--- config.mk ---
export PLATFORM = sky130hd
export DESIGN_NAME = length_prefixed_message_deframer
export DESIGN_NICKNAME = d
export VERILOG_FILES = /design/src/rtl/core/lpmd_pkg.sv /design/src/rtl/core/lpmd_cfg_regs.sv /design/src/rtl/core/lpmd_in_reg.sv /design/src/rtl/core/lpmd_frame_fsm.sv /design/src/rtl/core/lpmd_out_reg.sv /design/src/rtl/core/length_prefixed_message_deframer.sv
export SDC_FILE = /design/constraint.sdc
export NUM_CORES = 1
export LEC_CHECK = 0
export BUFFER_PORTS_ARGS = -buffer_cell sky130_fd_sc_hd__buf_2
export CORE_MARGIN = 4
export CORE_UTILIZATION = 61
export DETAILED_ROUTE_END_ITERATION = 8
export GPL_TIMING_DRIVEN = 0
export PLACE_DENSITY = 0.86
export SETUP_SLACK_MARGIN = 0.1
export SLEW_MARGIN = 20
export SYNTH_ARGS = -nofsm -noshare
export SYNTH_HDL_FRONTEND = slang
export SYNTH_HIERARCHICAL = 1
export SYNTH_SLANG_ARGS = --single-unit
--- constraint.sdc ---
create_clock -name clk -period 5.44 [get_ports clk]
set_input_delay 0.272 -clock clk [delete_from_list [all_inputs] [get_ports clk]]
set_output_delay 0.272 -clock clk [all_outputs]
set_load 0.1 [all_outputs]
--- src/rtl/core/lpmd_pkg.sv ---
// lpmd_pkg: shared types, codes and reset values for the message deframer
// no dependencies; used by every module under rtl/core
`timescale 1ns / 1ps

package lpmd_pkg;

    // header layout defaults
    localparam int ID_BYTES_DEF  = 2;
    localparam int LEN_BYTES_DEF = 2;

    // register reset values
    localparam logic [15:0] LEN_LIMIT_RST     = 16'd2048;
    localparam logic [15:0] HEARTBEAT_ID_RST  = 16'd1023;
    localparam logic [31:0] TIMEOUT_TICKS_RST = 32'd10000;

    // configuration register indexes
    localparam logic [1:0] REG_LEN_LIMIT     = 2'd0;
    localparam logic [1:0] REG_HEARTBEAT_ID  = 2'd1;
    localparam logic [1:0] REG_TIMEOUT_TICKS = 2'd2;

    // input word kinds
    localparam logic [1:0] CMD_BYTE     = 2'd0;
    localparam logic [1:0] CMD_TICK     = 2'd1;
    localparam logic [1:0] CMD_LINK_ERR = 2'd2;

    // result kinds
    localparam logic [2:0] KIND_BYTE    = 3'd0;
    localparam logic [2:0] KIND_EMPTY   = 3'd1;
    localparam logic [2:0] KIND_HEART   = 3'd2;
    localparam logic [2:0] KIND_HDR_ERR = 3'd3;
    localparam logic [2:0] KIND_CLOSE   = 3'd4;

    typedef enum logic [2:0] {
        PH_HEADER  = 3'b001,
        PH_PAYLOAD = 3'b010,
        PH_CLOSED  = 3'b100
    } phase_t;

    typedef struct packed {
        logic [15:0] len_limit;
        logic [15:0] heartbeat_id;
        logic [31:0] timeout_ticks;
    } cfg_t;

    typedef struct packed {
        logic [1:0] cmd;
        logic [7:0] data_byte;
    } item_t;

    typedef struct packed {
        logic [2:0]  kind;
        logic [7:0]  payload_byte;
        logic [15:0] message_id;
        logic        last;
    } result_t;

    typedef struct packed {
        logic closed;
        logic timer_armed;
    } status_t;

endpackage

--- src/rtl/core/lpmd_cfg_regs.sv ---
// lpmd_cfg_regs: configuration register file (limit, heartbeat id, timeout)
// depends on lpmd_pkg
`timescale 1ns / 1ps

module lpmd_cfg_regs
(
    input  logic                clk,
    input  logic                rst_n,
    input  logic                cfg_valid,
    output logic                cfg_ready,
    input  logic [1:0]          cfg_index,
    input  logic [31:0]         cfg_data,
    output lpmd_pkg::cfg_t      cfg
);

    lpmd_pkg::cfg_t cfg_reg;
    lpmd_pkg::cfg_t cfg_next;

    assign cfg_ready = 1'b1;
    assign cfg       = cfg_reg;

    always_comb
    begin
        cfg_next = cfg_reg;
        if (cfg_valid)
        begin
            case (cfg_index)
                lpmd_pkg::REG_LEN_LIMIT:     cfg_next.len_limit     = cfg_data[15:0];
                lpmd_pkg::REG_HEARTBEAT_ID:  cfg_next.heartbeat_id  = cfg_data[15:0];
                lpmd_pkg::REG_TIMEOUT_TICKS: cfg_next.timeout_ticks = cfg_data;
                default:                     cfg_next = cfg_reg;
            endcase
        end
    end

    always_ff @(posedge clk or negedge rst_n)
    begin
        if (!rst_n)
        begin
            cfg_reg.len_limit     <= lpmd_pkg::LEN_LIMIT_RST;
            cfg_reg.heartbeat_id  <= lpmd_pkg::HEARTBEAT_ID_RST;
            cfg_reg.timeout_ticks <= lpmd_pkg::TIMEOUT_TICKS_RST;
        end
        else
        begin
            cfg_reg <= cfg_next;
        end
    end

endmodule

--- src/rtl/core/lpmd_in_reg.sv ---
// lpmd_in_reg: input register stage, holds one word ahead of the framing logic
// depends on lpmd_pkg
`timescale 1ns / 1ps

module lpmd_in_reg
(
    input  logic                clk,
    input  logic                rst_n,
    input  logic                in_valid,
    output logic                in_ready,
    input  logic [1:0]          cmd,
    input  logic [7:0]          data_byte,
    input  logic                consume,
    output logic                item_valid,
    output lpmd_pkg::item_t     item
);

    logic            valid_reg;
    logic            valid_next;
    lpmd_pkg::item_t item_reg;
    logic            load;

    assign in_ready   = !valid_reg || consume;
    assign load       = in_valid && in_ready;
    assign item_valid = valid_reg;
    assign item       = item_reg;

    always_comb
    begin
        if (load)
            valid_next = 1'b1;
        else if (consume)
            valid_next = 1'b0;
        else
            valid_next = valid_reg;
    end

    always_ff @(posedge clk or negedge rst_n)
    begin
        if (!rst_n)
            valid_reg <= 1'b0;
        else
            valid_reg <= valid_next;
    end

    // payload register, no reset
    always_ff @(posedge clk)
    begin
        if (load)
        begin
            item_reg.cmd       <= cmd;
            item_reg.data_byte <= data_byte;
        end
    end

endmodule

--- src/rtl/core/lpmd_frame_fsm.sv ---
// lpmd_frame_fsm: header assembly, payload count, heartbeat timer and session close
// depends on lpmd_pkg; fed by lpmd_in_reg, drives lpmd_out_reg
`timescale 1ns / 1ps

module lpmd_frame_fsm
#(
    parameter int ID_BYTES  = lpmd_pkg::ID_BYTES_DEF,
    parameter int LEN_BYTES = lpmd_pkg::LEN_BYTES_DEF
)
(
    input  logic                clk,
    input  logic                rst_n,
    input  lpmd_pkg::cfg_t      cfg,
    input  logic                item_valid,
    input  lpmd_pkg::item_t     item,
    input  logic                out_free,
    output logic                consume,
    output logic                res_valid,
    output lpmd_pkg::result_t   res,
    output lpmd_pkg::status_t   status
);

    localparam int HDR_BYTES = ID_BYTES + LEN_BYTES;
    localparam int SHIFT_W   = 8 * (HDR_BYTES - 1);
    localparam int FULL_W    = 8 * HDR_BYTES;
    localparam int ID_W      = 8 * ID_BYTES;
    localparam int LEN_W     = 8 * LEN_BYTES;
    localparam int CNT_W     = $clog2(HDR_BYTES);
    localparam logic [CNT_W-1:0] CNT_LAST = CNT_W'(HDR_BYTES - 1);
    localparam logic [CNT_W-1:0] CNT_ONE  = CNT_W'(1);

    lpmd_pkg::phase_t   phase_reg, phase_next;
    logic [CNT_W-1:0]   hdr_cnt_reg, hdr_cnt_next;
    logic [SHIFT_W-1:0] hdr_bytes_reg, hdr_bytes_next;
    logic [15:0]        cur_id_reg, cur_id_next;
    logic [15:0]        bytes_left_reg, bytes_left_next;
    logic               armed_reg, armed_next;
    logic [31:0]        timer_reg, timer_next;

    logic [FULL_W-1:0]  hdr_full;
    logic [15:0]        hdr_id;
    logic [15:0]        hdr_len;
    logic               hit;
    lpmd_pkg::result_t  res_c;

    assign consume   = item_valid && out_free;
    assign res_valid = consume && hit;
    assign res       = res_c;

    assign status.closed      = (phase_reg == lpmd_pkg::PH_CLOSED);
    assign status.timer_armed = armed_reg;

    assign hdr_full = {hdr_bytes_reg, item.data_byte};
    assign hdr_len  = 16'(hdr_full[LEN_W-1:0]);
    assign hdr_id   = 16'(hdr_full[FULL_W-1 -: ID_W]);

    always_comb
    begin
        phase_next      = phase_reg;
        hdr_cnt_next    = hdr_cnt_reg;
        hdr_bytes_next  = hdr_bytes_reg;
        cur_id_next     = cur_id_reg;
        bytes_left_next = bytes_left_reg;
        armed_next      = armed_reg;
        timer_next      = timer_reg;
        hit             = 1'b0;
        res_c           = '0;

        if (phase_reg != lpmd_pkg::PH_CLOSED)
        begin
            case (item.cmd)
                lpmd_pkg::CMD_LINK_ERR:
                begin
                    phase_next = lpmd_pkg::PH_CLOSED;
                    armed_next = 1'b0;
                    timer_next = '0;
                    hit        = 1'b1;
                    res_c.kind = lpmd_pkg::KIND_CLOSE;
                    res_c.last = 1'b1;
                end
                lpmd_pkg::CMD_TICK:
                begin
                    if (armed_reg)
                    begin
                        if (timer_reg <= 32'd1)
                        begin
                            phase_next = lpmd_pkg::PH_CLOSED;
                            armed_next = 1'b0;
                            timer_next = '0;
                            hit        = 1'b1;
                            res_c.kind = lpmd_pkg::KIND_CLOSE;
                            res_c.last = 1'b1;
                        end
                        else
                        begin
                            timer_next = timer_reg - 32'd1;
                        end
                    end
                end
                lpmd_pkg::CMD_BYTE:
                begin
                    if (phase_reg == lpmd_pkg::PH_HEADER)
                    begin
                        if (hdr_cnt_reg != CNT_LAST)
                        begin
                            hdr_bytes_next = SHIFT_W'({hdr_bytes_reg, item.data_byte});
                            hdr_cnt_next   = hdr_cnt_reg + CNT_ONE;
                        end
                        else
                        begin
                            hdr_cnt_next     = '0;
                            hdr_bytes_next   = '0;
                            cur_id_next      = hdr_id;
                            hit              = 1'b1;
                            res_c.message_id = hdr_id;
                            res_c.last       = 1'b1;
                            // id and length are both checked against the limit
                            if (hdr_id > cfg.len_limit || hdr_len > cfg.len_limit)
                            begin
                                phase_next = lpmd_pkg::PH_CLOSED;
                                armed_next = 1'b0;
                                timer_next = '0;
                                res_c.kind = lpmd_pkg::KIND_HDR_ERR;
                            end
                            else if (hdr_len == 16'd0)
                            begin
                                bytes_left_next = '0;
                                if (hdr_id == cfg.heartbeat_id)
                                begin
                                    armed_next = 1'b1;
                                    timer_next = cfg.timeout_ticks;
                                    res_c.kind = lpmd_pkg::KIND_HEART;
                                end
                                else
                                begin
                                    res_c.kind = lpmd_pkg::KIND_EMPTY;
                                end
                            end
                            else
                            begin
                                hit             = 1'b0;
                                res_c           = '0;
                                bytes_left_next = hdr_len;
                                phase_next      = lpmd_pkg::PH_PAYLOAD;
                            end
                        end
                    end
                    else
                    begin
                        bytes_left_next  = bytes_left_reg - 16'd1;
                        res_c.message_id = cur_id_reg;
                        if (bytes_left_reg == 16'd1)
                        begin
                            phase_next   = lpmd_pkg::PH_HEADER;
                            hdr_cnt_next = '0;
                            hdr_bytes_next = '0;
                            hit          = 1'b1;
                            res_c.last   = 1'b1;
                            if (cur_id_reg == cfg.heartbeat_id)
                            begin
                                armed_next = 1'b1;
                                timer_next = cfg.timeout_ticks;
                                res_c.kind = lpmd_pkg::KIND_HEART;
                            end
                            else
                            begin
                                res_c.kind         = lpmd_pkg::KIND_BYTE;
                                res_c.payload_byte = item.data_byte;
                            end
                        end
                        else if (cur_id_reg != cfg.heartbeat_id)
                        begin
                            // heartbeat bodies are swallowed
                            hit                = 1'b1;
                            res_c.kind         = lpmd_pkg::KIND_BYTE;
                            res_c.payload_byte = item.data_byte;
                        end
                    end
                end
                default:
                begin
                    hit = 1'b0;
                end
            endcase
        end
    end

    always_ff @(posedge clk or negedge rst_n)
    begin
        if (!rst_n)
        begin
            phase_reg      <= lpmd_pkg::PH_HEADER;
            hdr_cnt_reg    <= '0;
            hdr_bytes_reg  <= '0;
            cur_id_reg     <= '0;
            bytes_left_reg <= '0;
            armed_reg      <= 1'b0;
            timer_reg      <= '0;
        end
        else if (consume)
        begin
            phase_reg      <= phase_next;
            hdr_cnt_reg    <= hdr_cnt_next;
            hdr_bytes_reg  <= hdr_bytes_next;
            cur_id_reg     <= cur_id_next;
            bytes_left_reg <= bytes_left_next;
            armed_reg      <= armed_next;
            timer_reg      <= timer_next;
        end
    end

endmodule

--- src/rtl/core/lpmd_out_reg.sv ---
// lpmd_out_reg: result register, holds one result word until taken downstream
// depends on lpmd_pkg
`timescale 1ns / 1ps

module lpmd_out_reg
(
    input  logic                clk,
    input  logic                rst_n,
    input  logic                res_valid,
    input  lpmd_pkg::result_t   res,
    output logic                out_free,
    output logic                out_valid,
    input  logic                out_ready,
    output logic [2:0]          kind,
    output logic [7:0]          payload_byte,
    output logic [15:0]         message_id,
    output logic                last
);

    logic              valid_reg;
    logic              valid_next;
    lpmd_pkg::result_t res_reg;

    assign out_free     = !valid_reg || out_ready;
    assign out_valid    = valid_reg;
    assign kind         = res_reg.kind;
    assign payload_byte = res_reg.payload_byte;
    assign message_id   = res_reg.message_id;
    assign last         = res_reg.last;

    always_comb
    begin
        if (res_valid)
            valid_next = 1'b1;
        else if (out_ready)
            valid_next = 1'b0;
        else
            valid_next = valid_reg;
    end

    always_ff @(posedge clk or negedge rst_n)
    begin
        if (!rst_n)
            valid_reg <= 1'b0;
        else
            valid_reg <= valid_next;
    end

    always_ff @(posedge clk)
    begin
        if (res_valid)
            res_reg <= res;
    end

endmodule

--- src/rtl/core/length_prefixed_message_deframer.sv ---
// path: a word accepted into the input register is handled by the framing logic, and any
// result it yields is written to the result register, from which it is taken downstream
// throughput: one word per cycle while the result register is free or being taken, set by
// the framing update between the input register and the result register
// reset: asynchronous, active low; the session opens in header phase, timer disarmed
// depends on lpmd_pkg, lpmd_cfg_regs, lpmd_in_reg, lpmd_frame_fsm, lpmd_out_reg
`timescale 1ns / 1ps

module length_prefixed_message_deframer
#(
    parameter int ID_BYTES  = lpmd_pkg::ID_BYTES_DEF,
    parameter int LEN_BYTES = lpmd_pkg::LEN_BYTES_DEF
)
(
    input  logic        clk,
    input  logic        rst_n,
    input  logic        in_valid,
    output logic        in_ready,
    input  logic [1:0]  cmd,
    input  logic [7:0]  data_byte,
    output logic        out_valid,
    input  logic        out_ready,
    output logic [2:0]  kind,
    output logic [7:0]  payload_byte,
    output logic [15:0] message_id,
    output logic        last,
    input  logic        cfg_valid,
    output logic        cfg_ready,
    input  logic [1:0]  cfg_index,
    input  logic [31:0] cfg_data
);

    lpmd_pkg::cfg_t    cfg;
    lpmd_pkg::item_t   item;
    lpmd_pkg::result_t res;
    lpmd_pkg::status_t status;
    logic              item_valid;
    logic              consume;
    logic              res_valid;
    logic              out_free;

    lpmd_cfg_regs u_cfg
    (
        .clk       (clk),
        .rst_n     (rst_n),
        .cfg_valid (cfg_valid),
        .cfg_ready (cfg_ready),
        .cfg_index (cfg_index),
        .cfg_data  (cfg_data),
        .cfg       (cfg)
    );

    lpmd_in_reg u_in
    (
        .clk        (clk),
        .rst_n      (rst_n),
        .in_valid   (in_valid),
        .in_ready   (in_ready),
        .cmd        (cmd),
        .data_byte  (data_byte),
        .consume    (consume),
        .item_valid (item_valid),
        .item       (item)
    );

    lpmd_frame_fsm
    #(
        .ID_BYTES  (ID_BYTES),
        .LEN_BYTES (LEN_BYTES)
    )
    u_fsm
    (
        .clk        (clk),
        .rst_n      (rst_n),
        .cfg        (cfg),
        .item_valid (item_valid),
        .item       (item),
        .out_free   (out_free),
        .consume    (consume),
        .res_valid  (res_valid),
        .res        (res),
        .status     (status)
    );

    lpmd_out_reg u_out
    (
        .clk          (clk),
        .rst_n        (rst_n),
        .res_valid    (res_valid),
        .res          (res),
        .out_free     (out_free),
        .out_valid    (out_valid),
        .out_ready    (out_ready),
        .kind         (kind),
        .payload_byte (payload_byte),
        .message_id   (message_id),
        .last         (last)
    );

`ifndef SYNTHESIS
    // a closed session stays closed until reset
    a_closed_sticky: assert property (@(posedge clk) disable iff (!rst_n)
        status.closed |=> status.closed)
        else $error("session reopened after close");

    // a closed session never arms the timer nor emits new results
    a_closed_quiet: assert property (@(posedge clk) disable iff (!rst_n)
        status.closed |-> !status.timer_armed && !res_valid)
        else $error("activity in closed session");

    // only payload words carry data; every non-payload result ends a message
    a_nonbyte_shape: assert property (@(posedge clk) disable iff (!rst_n)
        out_valid && kind != lpmd_pkg::KIND_BYTE |-> payload_byte == 8'd0 && last)
        else $error("malformed non-payload result");

    // close results carry no id
    a_close_id: assert property (@(posedge clk) disable iff (!rst_n)
        out_valid && kind == lpmd_pkg::KIND_CLOSE |-> message_id == 16'd0)
        else $error("close result with id");
`endif

endmodule

Word level (Yosys, flattened, before mapping)
Index checks and enable logic that the tools add are counted.

Register bits after elaboration: 198. Input bits: 49. Output and inout port bits: 31.

Add/sub/neg operators: 3. $lt $le $gt $ge: 3. Equality and inequality tests: 21. Mux-type cells: 68. Bitwise logic cells: 1. Reduce and logical (&&, ||, !) cells: 25.

Operators with widths (count): 32-bit 2-to-1 mux (9); 32-bit case mux with 3 select lines (1); 24-bit 2-to-1 mux (3); 16-bit 2-to-1 mux (4); 28-bit 2-to-1 mux (2); 3-bit 2-to-1 mux (11); 16-bit == test (2); 16-bit greater-than comparator (2); 32-bit by 1-bit <= comparator with 1-bit output, second input constant (1); 32-bit by 1-bit subtractor with 32-bit output, second input constant (1); 25-bit 2-to-1 mux (1); 1-bit 2-to-1 mux (23); 3-bit case mux with 3 select lines (2); 17-bit 2-to-1 mux (1); 16-bit by 1-bit == test with 1-bit output, second input constant (1); 16-bit zero test (1); 8-bit 2-to-1 mux (2); 16-bit inequality test (1); 8-bit AND reduction (2); 16-bit by 1-bit subtractor with 16-bit output, second input constant (1); 4-bit inequality test, second input constant (3); 10-bit 2-to-1 mux (1); 2-bit 2-to-1 mux (5); 5-bit AND reduction (2); 19 further kinds (39).

Depth between registers and ports, before layout
Depth in word-level cells: 9. Gate-level depth with buffers: 12.

Modules after synthesis
The synthesis kept the hierarchy.

By module, submodules not included: lpmd_frame_fsm (instances 1, cells each 744, area an instance 6558.8 µm², sequential area each 2353.5 µm²); lpmd_cfg_regs (instances 1, cells each 138, area an instance 2436.1 µm², sequential area each 1621.6 µm²); lpmd_out_reg (instances 1, cells each 31, area an instance 888.4 µm², sequential area each 865.8 µm²); lpmd_in_reg (instances 1, cells each 14, area an instance 354.1 µm², sequential area each 325.3 µm²).

Least setup slack after synthesis
No wires, ideal clock.

Path type: flip-flop to flip-flop. Start: register u_cfg.cfg_reg (netlist bit u_cfg/cfg[59]). End: register u_out.valid_reg, in the netlist u_out/out_valid. Arrival time: 4.853 ns. Data required time: 5.361 ns. Path slack: 0.507 ns. Cell stages (with the launch flop): 11. Cells stage by stage: dfstp_2 -> inv_1 -> ha_1 -> nand4_1 -> or4_1 -> o221ai_1 -> a22oi_4 -> a21oi_1 -> o21ai_0 -> a221oi_1 -> nand2b_2.

Longest elaborated chain between the ends: 9.

Ends and longest elaborated chain: start, declared (RTL line lpmd_cfg_regs.sv:16) `lpmd_pkg::cfg_t cfg_reg;`; start signal, assigned (RTL line lpmd_cfg_regs.sv:46) `cfg_reg <= cfg_next;`; 16-bit greater-than comparator (RTL line lpmd_frame_fsm.sv:118) `if (hdr_id > cfg.len_limit || hdr_len > cfg.len_limit)`; 1-bit logical OR (*) (RTL line lpmd_frame_fsm.sv:118); 1-bit 2-to-1 mux (*) (RTL line lpmd_frame_fsm.sv:118); 1-bit 2-to-1 mux (*) (RTL line lpmd_frame_fsm.sv:104) `if (hdr_cnt_reg != CNT_LAST)`; 1-bit 2-to-1 mux (*) (RTL line lpmd_frame_fsm.sv:102) `if (phase_reg == lpmd_pkg::PH_HEADER)`; 1-bit case mux with 3 select lines (*) (RTL line lpmd_frame_fsm.sv:71) `case (item.cmd)`; 1-bit 2-to-1 mux (*) (RTL line lpmd_frame_fsm.sv:69) `if (phase_reg != lpmd_pkg::PH_CLOSED)`; 1-bit logical AND (*) (RTL line lpmd_frame_fsm.sv:47) `assign res_valid = consume && hit;`; net res_valid (RTL line length_prefixed_message_deframer.sv:39) `logic res_valid;`; 1-bit 2-to-1 mux / 2-bit nonzero test (equally long branches); end signal, assigned (RTL line lpmd_out_reg.sv:46) `valid_reg <= valid_next;`; end, declared (RTL line lpmd_out_reg.sv:20) `logic valid_reg;`.

Mark *: on every way through the listed nets, which the timed path passes. The rest lies on a longest branch. A chain may end at the register's enable or synchronous reset.

Worst setup path after layout
Start: register u_cfg.cfg_reg (netlist bit u_cfg/cfg[59]). End: register u_out.res_reg (netlist bit u_out/message_id[9]) (enable).

Longest elaborated chain between the ends: 8.

Ends and longest elaborated chain: 16-bit greater-than comparator (RTL line lpmd_frame_fsm.sv:118); 1-bit logical OR (*) (RTL line lpmd_frame_fsm.sv:118); 1-bit 2-to-1 mux (*) (RTL line lpmd_frame_fsm.sv:118); 1-bit 2-to-1 mux (*) (RTL line lpmd_frame_fsm.sv:104); 1-bit 2-to-1 mux (*) (RTL line lpmd_frame_fsm.sv:102); 1-bit case mux with 3 select lines (*) (RTL line lpmd_frame_fsm.sv:71); 1-bit 2-to-1 mux (*) (RTL line lpmd_frame_fsm.sv:69); 1-bit logical AND (*) (RTL line lpmd_frame_fsm.sv:47); net res_valid (RTL line length_prefixed_message_deframer.sv:39); end signal, assigned (RTL line lpmd_out_reg.sv:52) `res_reg <= res;`; end, declared (RTL line lpmd_out_reg.sv:22) `lpmd_pkg::result_t res_reg;`.

Marked as above.

==> qor.yml <==
layout_common_cells: "dfrtp_1, buf_2, mux2_2, a21oi_1, nor2_1"
cap_violations: 0
finalCritPeriodShare: 0.7019
clockRootBuffer: "clkbuf_16"
crit_path_end_kind: "register"
start_util: 0.6191
n_antenna_cell: 0
antenna_found_initial: 0
dieArea_mm2: 0.01891
placed_cell_area_mm2: 0.01100
numClockSinks: 198
cts_tree: "done"
cts.path.max_buffers: 2
core.rowCount: 47
grt_usage: 0.2929
finalInstanceArea_mm2: 0.01169
area_growth_pct: 14.30
chipWidth_um: 137.5
drive_above_1_share: 0.2443
routed_wl_um: 26430
layout.nets: 1121
outcome: "completed"
powerDensity_mw_per_mm2: 456.1
mappedNetlistArea_mm2: 0.01023
grt_pass1_wl_um: 42470
drtIter0Drc: 912
largest_reg_flops: 64
ir_drop_mv: 0.2811
fin_worst_skew_ns: 0.01102
required_ns: 5.57
clock_latency_ns: 0.43
numCtsBuffers: 17
wl_per_cell_um: 20.85
first_global_vias: 7860
cts_htree_levels: 4
max_freq_mhz: 261.9
grt_use_met1: 0.4047
syn-mean-instance-area_um2: 11.05
final_common_cell: "dfrtp_1"
ant_nets: 0
crit_path_max_fanout: 16
core_area_mm2: 0.01652
cp.arrival_ns: 3.95
drc: 0
dp_hpwl_um: 18930
path_class: "reg2reg"
die_h_um: 137.5
whs_ns: 0.01651
yosysWarnings: 6
numPortBuffers: 78
worst_slack_ns: 1.622
slew_headroom: 0.3825
cp-start-kind: "register"
finalSetupViolCount: 0
num_io_pins: 80
vias: 8150
rsz0062_at_grt: "false"
clk_pin_slew_ns: 0.08
post-route-min-period_ns: 3.818
grt_use_met2: 0.4566
n_fill_cell: 1182
worst_pin_slew_ns: 0.9191
grt_overflow_total: 0
stdcell_count: 1268
dp.cells: 1228
post-place-ws_ns: 1.673
top_usage_layer: "met2"
place_congestion: 0.9652
grt_max_degree: 60
tns_ns: 0
dr.pass1.iters: 5
netlist_instances: 926
timing.final.hold_violations: 0
p_leak_nw: 5.035
syn-num-nets: 1012
grt_use_met3: 0.06026
min_path_type: "in2reg"
vias_per_cell: 6.427
slew_viol_final: 0
[cell type report]
type / instances / area (um^2) / share of cell area
plain buffers: 43 / 235.2 / 0.02012
clock buffers: 18 / 429.2 / 0.03670
clock inverters: 14 / 182.7 / 0.01562
inverters: 30 / 112.6 / 0.009631
multi-input cells: 655 / 4733 / 0.4048
flip-flops and latches: 198 / 5166 / 0.4418
well taps: 220 / 275.3 / 0.02354
repair buffers: 90 / 558.0 / 0.04773
[critical path: stages (launching register included)]
cell      delay, ns
dfstp_2        0.53
inv_1          0.11
ha_1           0.35
nand4_1        0.12
or4_1          0.52
o221ai_1       0.44
a22oi_4        0.24
a21oi_1        0.19
o21ai_0        0.14
a221oi_4       0.42
buf_6          0.23
buf_6          0.21
[power by group]
group / switching [mW] / internal, mW / total, mW
Combinational: 1.19 / 0.611 / 1.80
Sequential: 0.359 / 1.88 / 2.23
Clock: 0.594 / 0.703 / 1.30
[worst paths after layout]
path / slack, ns / start / to / cells after the start
min: 0.02 / data_byte[4] / u_in/item[4]$_DFFE_PP_ / 1
max reg2reg: 1.62 / u_cfg/cfg[59]$_DFFE_PN1P_ / u_out/message_id[9]$_DFFE_PP_ / 11
max in group asynchronous: 4.15 / rst_n / u_fsm/phase_reg[0]$_DFFE_PN1P_ / 4
min in group asynchronous: 0.32 / rst_n / u_fsm/cur_id_reg[8]$_DFFE_PN0P_ / 2
max: 1.62 / u_cfg/cfg[59]$_DFFE_PN1P_ / u_out/message_id[9]$_DFFE_PP_ / 11
min reg2reg: 0.47 / u_cfg/cfg[30]$_DFFE_PN0P_ / u_fsm/timer_reg[30]$_DFFE_PN0P_ / 1
[timing repair]
| action | in CTS | in global routing |
|---|---|---|
| buffers inserted | 0 | 0 |
| gates resized for setup | 0 | 0 |
| hold endpoints to repair | 45 | 1 |
| hold buffers | 7 | 1 |
[stage by stage]
stage	util	power, mW
5_1_grt	0.7076	5.632
3_5_place_dp	0.6657	4.011
3_3_place_gp	0.6593	3.933
6_report	0.7076	5.333
2_1_floorplan	-	3.513
4_1_cts	0.7070	5.319
[per-layer routing]
layer | vias to the layer above | share of wire | wire length, um
li1 | 3687 | - | -
met1 | 3993 | 0.42 | 11130
met2 | 407 | 0.47 | 12370
met3 | 63 | 0.081 | 2137
met4 | 0 | 0.030 | 786
met5 | - | 0 | 0
(Power assumes the default switching activity.)
